===== src/design/ps2di_pkg.sv =====
// Package: shared types and constants for the PS/2 device identifier.
`default_nettype none
package ps2di_pkg;

  // Request kinds carried in the opcode field
  localparam logic OpByte    = 1'b0;
  localparam logic OpTimeout = 1'b1;

  // Reset reply bytes
  localparam logic [7:0] ByteSelfTest = 8'hAA;
  localparam logic [7:0] ByteAck      = 8'hFA;

  // Device type codes
  localparam logic [3:0] DevDisabled  = 4'd0;
  localparam logic [3:0] DevAtKbd     = 4'd1;
  localparam logic [3:0] DevMouse     = 4'd2;
  localparam logic [3:0] DevMouseScr  = 4'd3;
  localparam logic [3:0] DevMouse5Btn = 4'd4;
  localparam logic [3:0] DevMf2       = 4'd5;
  localparam logic [3:0] DevShort     = 4'd6;
  localparam logic [3:0] DevN97       = 4'd7;
  localparam logic [3:0] Dev122Key    = 4'd8;
  localparam logic [3:0] DevJpG       = 4'd9;
  localparam logic [3:0] DevJpP       = 4'd10;
  localparam logic [3:0] DevJpA       = 4'd11;
  localparam logic [3:0] DevSun       = 4'd12;

  typedef enum logic [1:0] {
    PhReply0 = 2'd0,
    PhReply1 = 2'd1,
    PhId0    = 2'd2,
    PhId1    = 2'd3
  } phase_e;

  typedef struct packed {
    phase_e     phase;
    logic [7:0] held_reply;
    logic [7:0] held_id;
  } ps2di_state_t;

  typedef struct packed {
    logic       emit;
    logic [3:0] dev;
  } ps2di_res_t;

endpackage
`default_nettype wire


===== src/design/ps2di_if.sv =====
// Interfaces: request and result channels of the PS/2 device identifier.
`default_nettype none
interface ps2di_req_if;
  logic       valid;
  logic       ready;
  logic       opcode;
  logic [7:0] rx_byte;

  modport source (output valid, output opcode, output rx_byte, input ready);
  modport sink   (input valid, input opcode, input rx_byte, output ready);
endinterface

interface ps2di_res_if;
  logic       valid;
  logic       ready;
  logic [3:0] device_type;

  modport source (output valid, output device_type, input ready);
  modport sink   (input valid, input device_type, output ready);
endinterface
`default_nettype wire


===== src/design/ps2_device_identifier.sv =====
// Top level: PS/2 device identifier, classifies a device from its reset reply.
// Path: a request is accepted into the request register; when it advances, its
// result, if it produces one, is loaded into the result register.
// Throughput: one request per cycle unless the result stalls; request and result
// registers form a two-stage pipeline whose only loop is the phase/state update.
// Reset: phase returns to awaiting the first reply byte, held bytes clear,
// both pipeline registers come up empty.
`default_nettype none
module ps2_device_identifier
  import ps2di_pkg::*;
(
  input  wire logic    clk_i,
  input  wire logic    rst_ni,
  ps2di_req_if.sink    req_i,
  ps2di_res_if.source  res_o
);

  // Request stage outputs
  logic       rq_valid;
  logic       rq_opcode;
  logic [7:0] rq_byte;
  logic       advance;

  // Classifier state and result
  ps2di_state_t state_q, state_d;
  ps2di_res_t   cls_res;

  // Result register
  logic       out_valid_q;
  logic [3:0] dev_q;

  // A buffered request is processed when the result register can take
  // whatever it produces: empty, or its result is being taken now.
  assign advance = rq_valid && (!out_valid_q || res_o.ready);

  ps2di_req_stage u_req_stage (
    .clk_i     (clk_i),
    .rst_ni    (rst_ni),
    .valid_i   (req_i.valid),
    .opcode_i  (req_i.opcode),
    .rx_byte_i (req_i.rx_byte),
    .advance_i (advance),
    .ready_o   (req_i.ready),
    .valid_o   (rq_valid),
    .opcode_o  (rq_opcode),
    .rx_byte_o (rq_byte)
  );

  ps2di_classify u_classify (
    .state_i   (state_q),
    .opcode_i  (rq_opcode),
    .rx_byte_i (rq_byte),
    .state_o   (state_d),
    .res_o     (cls_res)
  );

  // Phase and held bytes update only when a request is consumed.
  always_ff @(posedge clk_i or negedge rst_ni) begin
    if (!rst_ni) begin
      state_q <= '{phase: PhReply0, held_reply: 8'h00, held_id: 8'h00};
    end else if (advance) begin
      state_q <= state_d;
    end
  end

  // Result register: a request without a result just drains a taken result.
  always_ff @(posedge clk_i or negedge rst_ni) begin
    if (!rst_ni) begin
      out_valid_q <= 1'b0;
    end else if (advance) begin
      out_valid_q <= cls_res.emit;
    end else if (res_o.ready) begin
      out_valid_q <= 1'b0;
    end
  end

  always_ff @(posedge clk_i) begin
    if (advance && cls_res.emit) begin
      dev_q <= cls_res.dev;
    end
  end

  assign res_o.valid       = out_valid_q;
  assign res_o.device_type = dev_q;

  // ---------------------------------------------------------------------
  // Assertions
  // ---------------------------------------------------------------------

  // Back-pressure on the request side only while a request is buffered.
  a_ready_only_when_full: assert property (
    @(posedge clk_i) disable iff (!rst_ni)
    !req_i.ready |-> rq_valid
  ) else $error("request side stalled with empty request register");

  // Leaving the reply phase for the ID phase needs a held self-test or ack byte.
  a_pair_gate: assert property (
    @(posedge clk_i) disable iff (!rst_ni)
    (advance && state_q.phase == PhReply1 && state_d.phase == PhId0) |->
      (state_q.held_reply == ByteSelfTest || state_q.held_reply == ByteAck)
  ) else $error("ID phase entered without a valid reply pair");

  // A stalled result is never dropped or overwritten.
  a_result_held: assert property (
    @(posedge clk_i) disable iff (!rst_ni)
    (out_valid_q && !res_o.ready) |=> (out_valid_q && $stable(dev_q))
  ) else $error("stalled result lost");

  // Every classification returns to the first reply phase.
  a_emit_resets_phase: assert property (
    @(posedge clk_i) disable iff (!rst_ni)
    (advance && cls_res.emit) |=> (state_q.phase == PhReply0)
  ) else $error("result produced without returning to start");

endmodule
`default_nettype wire


===== src/design/ps2di_classify.sv =====
// Classifier: next state and result for one request against the current state.
`default_nettype none
module ps2di_classify
  import ps2di_pkg::*;
(
  input  ps2di_state_t state_i,
  input  logic         opcode_i,
  input  logic [7:0]   rx_byte_i,
  output ps2di_state_t state_o,
  output ps2di_res_t   res_o
);

  function automatic logic [3:0] kbd_lookup(input logic [15:0] word);
    logic [3:0] dev;
    case (word)
      16'hAB83, 16'hABC1: dev = DevMf2;
      16'hAB84:           dev = DevShort;
      16'hAB85:           dev = DevN97;
      16'hAB86, 16'hAAAA: dev = Dev122Key;
      16'hAB90:           dev = DevJpG;
      16'hAB91:           dev = DevJpP;
      16'hAB92:           dev = DevJpA;
      16'hACA1:           dev = DevSun;
      default:            dev = DevDisabled;
    endcase
    return dev;
  endfunction

  logic        is_timeout;
  logic        pair_ok;
  logic        swap;
  logic [15:0] id_word;
  logic [3:0]  id_dev;

  assign is_timeout = (opcode_i == OpTimeout);
  assign pair_ok = ((state_i.held_reply == ByteSelfTest) && (rx_byte_i == ByteAck)) ||
                   ((state_i.held_reply == ByteAck) && (rx_byte_i == ByteSelfTest));

  // A 0xAB/0xAC second byte goes to the high half; if both are prefixes,
  // the later one still goes high.
  assign swap    = (rx_byte_i == 8'hAB) || (rx_byte_i == 8'hAC);
  assign id_word = swap ? {rx_byte_i, state_i.held_id} : {state_i.held_id, rx_byte_i};

  always_comb begin
    if (rx_byte_i == 8'h00 && state_i.held_id == 8'h00) begin
      id_dev = DevMouse;
    end else if (rx_byte_i == 8'h00 && state_i.held_id == 8'h03) begin
      id_dev = DevMouseScr;
    end else if (rx_byte_i == 8'h00 && state_i.held_id == 8'h04) begin
      id_dev = DevMouse5Btn;
    end else begin
      id_dev = kbd_lookup(id_word);
    end
  end

  always_comb begin
    state_o   = state_i;
    res_o     = '{emit: 1'b0, dev: DevDisabled};
    case (state_i.phase)
      PhReply0: begin
        if (!is_timeout) begin
          state_o.held_reply = rx_byte_i;
          state_o.phase      = PhReply1;
        end
      end
      PhReply1: begin
        if (!is_timeout) begin
          if (pair_ok) begin
            state_o.phase = PhId0;
          end else begin
            state_o.phase = PhReply0;
            res_o.emit    = 1'b1;
          end
        end
      end
      PhId0: begin
        if (is_timeout) begin
          state_o.phase = PhReply0;
          res_o.emit    = 1'b1;
          res_o.dev     = DevAtKbd;
        end else begin
          state_o.held_id = rx_byte_i;
          state_o.phase   = PhId1;
        end
      end
      PhId1: begin
        if (!is_timeout) begin
          state_o.phase = PhReply0;
          res_o.emit    = 1'b1;
          res_o.dev     = id_dev;
        end
      end
      default: begin
        state_o.phase = PhReply0;
      end
    endcase
  end

endmodule
`default_nettype wire


===== src/design/ps2di_device_identifier.sv =====
// Request stage: input register of the PS/2 device identifier.
`default_nettype none
module ps2di_req_stage
  import ps2di_pkg::*;
(
  input  logic       clk_i,
  input  logic       rst_ni,
  input  logic       valid_i,
  input  logic       opcode_i,
  input  logic [7:0] rx_byte_i,
  input  logic       advance_i,
  output logic       ready_o,
  output logic       valid_o,
  output logic       opcode_o,
  output logic [7:0] rx_byte_o
);

  logic       valid_q;
  logic       opcode_q;
  logic [7:0] rx_byte_q;

  // Slot is free when empty or when its request moves on this cycle.
  assign ready_o = !valid_q || advance_i;

  always_ff @(posedge clk_i or negedge rst_ni) begin
    if (!rst_ni) begin
      valid_q <= 1'b0;
    end else if (ready_o) begin
      valid_q <= valid_i;
    end
  end

  always_ff @(posedge clk_i) begin
    if (ready_o && valid_i) begin
      opcode_q  <= opcode_i;
      rx_byte_q <= rx_byte_i;
    end
  end

  assign valid_o   = valid_q;
  assign opcode_o  = opcode_q;
  assign rx_byte_o = rx_byte_q;

endmodule
`default_nettype wire

===== src/flat_wrapper.sv =====
// flat-port wrapper written by rule: the top's interface ports become plain ports
module ps2_device_identifier_flat import ps2di_pkg::*;
  (clk_i, rst_ni, req_i_valid, req_i_opcode, req_i_rx_byte, req_i_ready, res_o_valid, res_o_device_type, res_o_ready);
  ps2di_req_if req_i_i ();
  ps2di_res_if res_o_i ();
  input  wire logic clk_i;
  input  wire logic rst_ni;
  input wire logic [$bits(req_i_i.valid)-1:0] req_i_valid;
  input wire logic [$bits(req_i_i.opcode)-1:0] req_i_opcode;
  input wire logic [$bits(req_i_i.rx_byte)-1:0] req_i_rx_byte;
  output wire logic [$bits(req_i_i.ready)-1:0] req_i_ready;
  output wire logic [$bits(res_o_i.valid)-1:0] res_o_valid;
  output wire logic [$bits(res_o_i.device_type)-1:0] res_o_device_type;
  input wire logic [$bits(res_o_i.ready)-1:0] res_o_ready;
  assign req_i_i.valid = req_i_valid;
  assign req_i_i.opcode = req_i_opcode;
  assign req_i_i.rx_byte = req_i_rx_byte;
  assign req_i_ready = req_i_i.ready;
  assign res_o_valid = res_o_i.valid;
  assign res_o_device_type = res_o_i.device_type;
  assign res_o_i.ready = res_o_ready;
  ps2_device_identifier u_core (.clk_i(clk_i), .rst_ni(rst_ni), .req_i(req_i_i), .res_o(res_o_i));
endmodule

===== config.mk =====
export PLATFORM = sky130hd
export DESIGN_NAME = ps2_device_identifier_flat
export DESIGN_NICKNAME = d
export VERILOG_FILES = /design/src/design/ps2di_pkg.sv /design/src/design/ps2di_if.sv /design/src/design/ps2_device_identifier.sv /design/src/design/ps2di_classify.sv /design/src/design/ps2di_device_identifier.sv /design/src/flat_wrapper.sv
export SDC_FILE = /design/constraint.sdc
export NUM_CORES = 1
export LEC_CHECK = 0
export ABC_AREA = 1
export BUFFER_PORTS_ARGS = -buffer_cell sky130_fd_sc_hd__buf_4
export CORE_MARGIN = 1.5
export CORE_UTILIZATION = 55
export DETAILED_ROUTE_END_ITERATION = 8
export PLACE_DENSITY = 0.72
export SYNTH_ARGS = -nofsm -noshare
export SYNTH_HDL_FRONTEND = slang
export SYNTH_SLANG_ARGS = --single-unit

===== constraint.sdc =====
create_clock -name clk_i -period 2.4 [get_ports clk_i]
set_input_delay 0.12 -clock clk_i [delete_from_list [all_inputs] [get_ports clk_i]]
set_output_delay 0.12 -clock clk_i [all_outputs]
set_load 0.05 [all_outputs]

==> impl_metrics.json, run 1 <==
{
  "synth_mux_area_frac": 0,
  "cpMaxStageDelayCell": "edfxtp_1",
  "drtIter0Drc": 79,
  "wl_per_cell_um": 11.46,
  "cts_buffers": 5,
  "use_met2": 0.3418,
  "yosys.area_share.simple": 0.3858,
  "multi_input_area_um2": 909.6,
  "crit_buf_inv": 2,
  "drtPass1Iterations": 4,
  "min_period_ns": 2.124,
  "drv_cap": 0,
  "route.detailed.drc": 0,
  "clk_path_buf_depth": 2,
  "async_flop_share": 0.6061,
  "use_met1": 0.3049,
  "finalCritPeriodShare": 0.8849,
  "synth_compound_area_frac": 0.07174,
  "gp_congestion": 0.8347,
  "vdd_drop_max_mv": 0.4952,
  "post_cts_buffers": 0,
  "io_pins": 19,
  "grt_max_degree": 21,
  "fillers": 271,
  "ys_ff_latch": 33,
  "drtAntennaViolNets": 0,
  "syn_area_um2": 1988,
  "synth_xor_area_frac": 0,
  "fin_setup_tns_ns": 0,
  "crit_arrival_ns": 2.21,
  "dp_hpwl_um": 2929,
  "grt.busiest_layer": "met2",
  "vias_per_cell": 5.068,
  "fmax_mhz": 470.9,
  "dp.cells": 319,
  "synth_fa_ha_area_frac": 0,
  "finClkSkew_ns": 0.003044,
  "start_util": 0.5866,
  "seqCellArea_um2": 890.9,
  "outcome": "complete, no violations",
  "diodes": 0,
  "synth_nets": 272,
  "synthFlopType": "dfrtp_1",
  "wirelength_um": 3873,
  "power_density_nw_per_um2": 748.1,
  "numClockSinks": 33,
  "grt_pass1_wl_um": 6865,
  "required_ns": 2.49,
  "grt_overflow": 0,
  "grt_pass1_vias": 1537,
  "crit_path_end_kind": "flop",
  "yosysSeqAreaShare": 0.4481,
  "rsz0062_at_grt": "no",
  "hold_viol": 0,
  "grt_antenna_before_repair": 0,
  "cts_tree": "done",
  "clock_latency_ns": 0.32,
  "critPathKind": "flop to flop",
  "cp_top_family": "simple AND/OR/NAND/NOR gates",
  "num_vias": 1713,
  "synthCells": 259,
  "die_area_um2": 3985,
  "cts-root-buf": "clkbuf_4",
  "die-width_um": 63.13,
  "slowest_delay_ns": 0.47,
  "hold_path.class": "input pin to flop",
  "layout.cells.non_filler": 338,
  "worstMarginPinSlew_ns": 0.5453,
  "r2r_setup_slack_ns": 0.28,
  "num-nets-final": 304,
  "area_growth_pct": 16.30,
  "clk_pin_slew_worst_paths_ns": 0.09,
  "synth_top_family_by_area": "simple AND/OR/NAND/NOR gates",
  "grt_use_met3": 0.04643,
  "maxSlewViolCount": 0,
  "finalSetupViolCount": 0,
  "slew_headroom": 0.6354,
  "fp.coreArea_um2": 3390,
  "syn_area_per_cell_um2": 7.676,
  "synthDistinctLibCells": 30,
  "dieHeight_um": 63.13,
  "layout-drive-gt1-share": 0.1884,
  "yosys_warnings": 0,
  "layout_common_cells": "76 x nand2_1, 33 x inv_1, 23 x nand3_1, 20 x dfrtp_1, 19 x buf_4",
  "leakage_nw": 1.099,
  "mostFrequentLayoutCell": "nand2_1",
  "rows": 21,
  "cp_max_fo": 13,
  "h-tree-depth": 2,
  "synth_edf_count": 13,
  "start_kind": "flop",
  "gr-usage-all-layers": 0.2199,
  "path_cells": "nor2_1 -> nand2_2 -> nand2_4 -> nand2_2 -> nand2_1 -> nand2_1 -> nand4_2 -> inv_2 -> nand3_1 -> o21ai_1 -> o21ai_1 -> inv_1",
  "io_buffer_count": 18
}
==> registers in the layout, summed over array words and instances (netlist names) <==
| name | flops |
|---|---|
| u_core.u_req_stage.valid_o | 1 |
| u_core.u_req_stage.rx_byte_o | 8 |
| u_core.res_o.device_type | 4 |
| u_core.res_o.valid | 1 |
| u_core.state_q | 18 |
| u_core.u_req_stage.opcode_o | 1 |
==> synth_stat cells, types with 2 or more instances <==
cell,number,area (um^2)
inv_1,33,123.9
dfrtp_1,20,500.5
nor2_4,3,33.78
nor4_1,3,18.77
nand2_2,11,68.82
nor3_1,5,25.02
buf_6,2,22.52
inv_2,5,18.77
nor2_1,17,63.81
nor2_2,2,12.51
nand3_1,23,115.1
o21ai_0,18,90.09
nand2_1,76,285.3
edfxtp_1,13,390.4
o21ai_1,2,10.01
clkbuf_1,2,7.510
nand4_1,9,56.30
nand3_2,3,30.03
==> path summary, 6_finish.rpt <==
path,to,start,cells past startpoint
setup reg to reg,u_core.res_o.device_type[1],u_core.u_req_stage.rx_byte_o[0],12
min in group asynchronous,u_core.state_q[15],rst_ni,2
setup / recovery,u_core.res_o.device_type[1],u_core.u_req_stage.rx_byte_o[0],12
max in group asynchronous,u_core.state_q[2],rst_ni,2
hold / removal,u_core.res_o.valid,res_o_ready,4
hold reg to reg,u_core.state_q[13],u_core.state_q[13],2
==> worst register-to-register path, cell delays in order, from the launching register on <==
cell and delay, ns:
edfxtp_1 0.47, nor2_1 0.21, nand2_2 0.09, nand2_4 0.15, nand2_2 0.16, nand2_1 0.10
nand2_1 0.10, nand4_2 0.16, inv_2 0.08, nand3_1 0.11, o21ai_1 0.09, o21ai_1 0.13
inv_1 0.05
==> cells by family (layout without fill, tap and decap cells) <==
| group | Yosys count | count (layout) |
|---|---|---|
| DFF | 33 | 33 |
| AOI/OAI and AO/OA | 26 | 26 |
| buffers and inverters | 43 | 76 |
| and+or+nand+nor | 157 | 157 |
==> per-stage QoR <==
stage / area (um^2) / power [W] / worst slack, ns / hold slack, ns / utilization
2_1_floorplan: 1988 / 0.001265 / 0.5747 / -0.1756 / -
3_3_place_gp: 2143 / 0.001403 / 0.3181 / 0.01816 / 0.6323
3_5_place_dp: 2143 / 0.001413 / 0.3418 / 0.01688 / 0.6323
4_1_cts: 2312 / 0.001740 / 0.3154 / 0.08487 / 0.6822
5_1_grt: 2312 / 0.001869 / 0.09591 / 0.1417 / 0.6822
6_report: 2312 / 0.001730 / 0.2763 / 0.1044 / 0.6822
==> report_power, final <==
group	total (W)	internal [W]	switching [W]
Clock	0.000316	0.000144	0.000172
Combinational	0.000540	0.000177	0.000363
Sequential	0.000873	0.000752	0.000121
==> routing by layer <==
metal  up-vias  wire length (um)
li1        908                 -
met1       760              1888
met2        38              1768
met3         7               143
met4         0                72
met5         -                 0
==> timing repair <==
item | in CTS | in global routing
gates resized for setup | 0 | 0
endpoints found under the hold margin | 30 | 0
hold buffers | 11 | 0
==> final cells by class <==
class	count	share of cell area
sequential	33	0.3853
timing repair buffer	30	0.1093
inverter	38	0.06169
clock buffer	8	0.02543
tap	46	0.02489
multi-input combinational	183	0.3934
No activity file was read; power rests on OpenSTA's default activity.
==> run 2, diff against run 1 <==
Clock period 2.4 ns to 2.75 ns, I/O delays scaled along.
==> run 2 against run 1 <==
Against the previous run:
- sequential share of layout area is 0.29 points higher
- clock power is 12% lower
- first-iteration DRC count is 20% higher
- die area stayed put
- non-clock buffer count is 2 lower
==> impl_metrics.json, run 2 (same netlist as run 1, synthesis figures left out) <==
{
  "gp_congestion": 0.7942,
  "cts_buffers": 5,
  "start_util": 0.5866,
  "layout-drive-gt1-share": 0.1862,
  "hold_viol": 0,
  "grt_overflow": 0,
  "dp_hpwl_um": 2946,
  "slew_headroom": 0.6330,
  "maxSlewViolCount": 0,
  "finClkSkew_ns": 0.004659,
  "h-tree-depth": 2,
  "place_ws_ns": 0.5298,
  "diodes": 0,
  "die_area_um2": 3985,
  "hold_path.class": "input pin to flop",
  "dieHeight_um": 63.13,
  "fillers": 282,
  "drv_cap": 0,
  "clk_path_buf_depth": 2,
  "num_vias": 1731,
  "power.total_w": 0.001510,
  "multi_input_area_um2": 909.6,
  "wl_per_cell_um": 11.91,
  "crit_path_end_kind": "flop",
  "drtIter0Drc": 95,
  "finalSetupViolCount": 0,
  "timing.hold.ws_ns": 0.02319,
  "route.detailed.drc": 0,
  "vias_per_cell": 5.152,
  "drtPass1Iterations": 4,
  "grt_max_degree": 21,
  "min_period_ns": 2.266,
  "wirelength_um": 4003,
  "vdd_drop_max_mv": 0.4812,
  "die-width_um": 63.13,
  "cts-root-buf": "clkbuf_4",
  "layout_setup_ws_ns": 0.4843,
  "grt_pass1_wl_um": 7245,
  "grt_pass1_vias": 1632,
  "num-nets-final": 302,
  "gr-usage-all-layers": 0.2338,
  "layout_common_cells": "76 x nand2_1, 33 x inv_1, 23 x nand3_1, 20 x dfrtp_1",
  "io_buffer_count": 18,
  "fmax_mhz": 441.4,
  "worstMarginPinSlew_ns": 0.5480,
  "outcome": "complete, no violations",
  "required_ns": 2.84,
  "power_density_nw_per_um2": 658.2,
  "clock_latency_ns": 0.33,
  "numClockSinks": 33,
  "fin_setup_tns_ns": 0,
  "clk_pin_slew_worst_paths_ns": 0.09,
  "largest_register": "u_core.state_q",
  "mostFrequentLayoutCell": "nand2_1",
  "drtAntennaViolNets": 0,
  "fp.coreArea_um2": 3390,
  "grt_antenna_before_repair": 0,
  "start_kind": "flop",
  "rows": 21,
  "leakage_nw": 1.090,
  "final_util": 0.6770,
  "cts_tree": "done",
  "critPathKind": "flop to flop",
  "io_pins": 19,
  "finalCritPeriodShare": 0.8239,
  "cp_max_fo": 14,
  "area_growth_pct": 15.42,
  "rsz0062_at_grt": "no",
  "seqCellArea_um2": 890.9,
  "largest_reg_flops": 18,
  "crit_arrival_ns": 2.36
}
-- run 2: worst paths after layout --
path                       cells after the start                             from                           to  slack [ns]
max                                           14  u_core.u_req_stage.rx_byte_o[6]  u_core.res_o.device_type[0]        0.48
min                                            3                      req_i_valid   u_core.u_req_stage.valid_o        0.02
max reg2reg                                   14  u_core.u_req_stage.rx_byte_o[6]  u_core.res_o.device_type[0]        0.48
min reg2reg                                    2               u_core.state_q[10]           u_core.state_q[10]        0.50
max in group asynchronous                      2                           rst_ni            u_core.state_q[2]        2.32
min in group asynchronous                      2                           rst_ni           u_core.state_q[12]        0.22
-- run 2: worst max-delay path, cell delays in order, from the launching register on --
cell and delay, ns:
edfxtp_1 0.41, inv_2 0.13, nand2_1 0.10, nor2_4 0.32, nand2_2 0.22, nand2_1 0.10
nand2_1 0.09, nand2_1 0.12, nor2_1 0.07, nand2_1 0.06, nand2_1 0.06, nand2_1 0.09
nand4_1 0.10, nand2_1 0.09, nand2_1 0.05
-- run 2: area by class of cell --
cell class / count / area share
multi-input combinational: 183 / 0.3964
sequential: 33 / 0.3882
timing repair buffer: 28 / 0.1025
inverter: 38 / 0.06216
clock buffer: 8 / 0.02563
tap: 46 / 0.02508
-- run 2: power breakdown --
part / leakage [nW] / internal (W) / total (W) / switching (W)
Combinational: 0.674 / 0.000153 / 0.000470 / 0.000317
Sequential: 0.383 / 0.000657 / 0.000762 / 0.000105
Clock: 0.0326 / 0.000126 / 0.000278 / 0.000152
Total: 1.09 / 0.000936 / 0.00151 / 0.000574
-- run 2: what timing repair did --
action,in CTS,in global routing
resized for setup,0,0
hold buffers,10,0
setup buffers,0,0
endpoints found under the hold margin,29,0
-- run 2: metal layers --
| layer | vias up | wire length [um] | track usage | part of all wire |
|---|---|---|---|---|
| met2 | 40 | 1819 | 0.3604 | 0.45 |
| met4 | 0 | 93 | 0.1056 | 0.023 |
| li1 | 908 | - | - | - |
| met3 | 11 | 156 | 0.04286 | 0.039 |
| met5 | - | 0 | 0 | 0 |
| met1 | 772 | 1934 | 0.3230 | 0.48 |
-- run 2: stage by stage --
| stage | area (um^2) | cells |
|---|---|---|
| floorplan | 1988 | 259 |
| finish | 2295 | 336 |
| CTS | 2295 | 336 |
| global route | 2295 | 336 |
| detailed placement | 2136 | 318 |
| global placement | 2136 | 318 |
==> run 3, diff against run 2 <==
Clock period 2.75 ns to 2.16 ns, I/O delays scaled along.
==> run 3 against run 2 <==
Against the previous run:
- routed wire length grew 4.3%
- largest power group unchanged
- setup slack worse by 0.40 ns
- global-route usage shrank 0.23 points
- sequential share of layout area down 2.1 points
- sequential cell count did not move
==> impl_metrics.json, run 3 (same netlist as run 1, synthesis figures left out) <==
{
  "outcome": "complete, no violations",
  "power_density_nw_per_um2": 827.2,
  "io_pins": 19,
  "num_vias": 1781,
  "fin_setup_tns_ns": 0,
  "drv_cap": 0,
  "slowest_delay_ns": 0.49,
  "worstMarginPinSlew_ns": 0.5927,
  "finalCritPeriodShare": 0.9617,
  "wl_per_cell_um": 11.96,
  "cts_buffers": 5,
  "clk_pin_slew_worst_paths_ns": 0.11,
  "crit_buf_inv": 0,
  "die_area_um2": 3985,
  "gr-usage-all-layers": 0.2315,
  "start_util": 0.5866,
  "fmax_mhz": 481.4,
  "cts_tree": "done",
  "num-nets-final": 315,
  "wl_met1_um": 2007,
  "grt_overflow": 0,
  "cp_top_family": "simple AND/OR/NAND/NOR gates",
  "clock_latency_ns": 0.34,
  "grt_max_degree": 21,
  "dp_hpwl_um": 2987,
  "leakage_nw": 1.176,
  "highest_layer": "met4",
  "area_growth_pct": 22.09,
  "cp_common_cell": "nand2_1",
  "die-width_um": 63.13,
  "maxSlewViolCount": 0,
  "diodes": 0,
  "crit_path_end_kind": "flop",
  "largest_reg_flops": 18,
  "fp.coreArea_um2": 3390,
  "numClockSinks": 33,
  "mostFrequentLayoutCell": "nand2_1",
  "required_ns": 2.26,
  "gp_congestion": 0.8071,
  "hold_viol": 0,
  "vias_per_cell": 5.103,
  "finClkSkew_ns": 0.01576,
  "min_period_ns": 2.077,
  "drtPass1Iterations": 5,
  "grt_pass1_wl_um": 7169,
  "layout_common_cells": "75 x nand2_1, 33 x inv_1, 30 x buf_4, 23 x nand3_1, 20 x dfrtp_1",
  "start_kind": "flop",
  "wl_met3_um": 172,
  "slew_headroom": 0.6037,
  "io_buffer_count": 18,
  "timing.hold.ws_ns": 0.04899,
  "cp_max_fo": 13,
  "drtIter0Drc": 127,
  "grt_antenna_before_repair": 0,
  "drtAntennaViolNets": 0,
  "crit_arrival_ns": 2.18,
  "cts-root-buf": "clkbuf_4",
  "hold_path.class": "input pin to flop",
  "largest_register": "u_core.state_q",
  "cpMaxStageDelayCell": "edfxtp_1",
  "wirelength_um": 4174,
  "critPathKind": "flop to flop",
  "path_cells": "nor2_2 -> nand2_2 -> nand2_8 -> nand2_4 -> nand2_1 -> nand2_1 -> nand2_1 -> nor2_2 -> nand2_1 -> nand2_1 -> nand2_1 -> nand4_1 -> nand2_1 -> nand2_1",
  "finalSetupViolCount": 0,
  "route.detailed.drc": 0,
  "clk_path_buf_depth": 2,
  "grt_pass1_vias": 1637,
  "rows": 21,
  "vdd_drop_max_mv": 0.6018,
  "layout-drive-gt1-share": 0.2343,
  "h-tree-depth": 2,
  "dieHeight_um": 63.13,
  "wl_met2_um": 1955
}
run 3: cell count changes in the layout (fill, tap and decap cells not counted), moves of 2 or more:
| cell | change |
|---|---|
| clkbuf_1 | -2 |
| buf_4 | +12 |
| nor2_2 | +2 |
| nor2_1 | -2 |
run 3: report_power, final:
part,leakage (nW),switching [W],internal [W]
clock network,0.0413,0.000206,0.000189
logic,0.752,0.000419,0.000220
registers,0.383,0.000138,0.000836
total,1.18,0.000764,0.00124
run 3: worst register-to-register path, delay by kind of cell (launching register included):
kind             cells  cell delay [ns]
and+or+nand+nor     14             1.36
DFF                  1             0.49
run 3: through the flow:
step / util / cell area (um^2) / worst slack, ns / total power [W] / instances
floorplan: - / 1988 / 0.3347 / 0.001406 / 259
global placement: 0.6412 / 2173 / 0.1060 / 0.001564 / 323
detailed placement: 0.6412 / 2173 / 0.05382 / 0.001582 / 323
CTS: 0.6944 / 2354 / 0.03503 / 0.001991 / 342
global route: 0.7161 / 2427 / -0.02046 / 0.002154 / 349
finish: 0.7161 / 2427 / 0.08283 / 0.002008 / 349
run 3: final timing paths:
kind,from,slack [ns],endpoint,cells after the start
worst max-delay path,u_core.u_req_stage.rx_byte_o[0],0.08,u_core.res_o.device_type[0],14
worst min-delay path,res_o_ready,0.05,u_core.res_o.valid,4
worst max register to register,u_core.u_req_stage.rx_byte_o[0],0.08,u_core.res_o.device_type[0],14
worst min register to register,u_core.state_q[10],0.50,u_core.state_q[10],2
max in group asynchronous,rst_ni,1.76,u_core.state_q[14],2
min in group asynchronous,rst_ni,0.17,u_core.state_q[3],2
run 3: area by class of cell:
class                   instances  area, um^2
clock inverters                 1       5.005
flip-flops and latches         33       890.9
multi-input cells             183       930.9
fillers                       261       962.2
inverters                      38       142.6
clock buffers                   7       65.06
well taps                      46       57.56
repair buffers                 41       335.3
run 3: what timing repair did:
action | 4_1_cts | 5_1_grt
endpoints found under the hold margin | 30 | 0
setup endpoints to repair | 0 | 4
hold buffers | 11 | 0
gates resized for setup | 0 | 5
buffers inserted | 0 | 7
run 3: routing by layer:
metal / global-route usage / vias up
met5: 0 / -
met4: 0.07500 / 0
met3: 0.04464 / 5
met2: 0.3763 / 45
met1: 0.3132 / 801
li1: - / 930
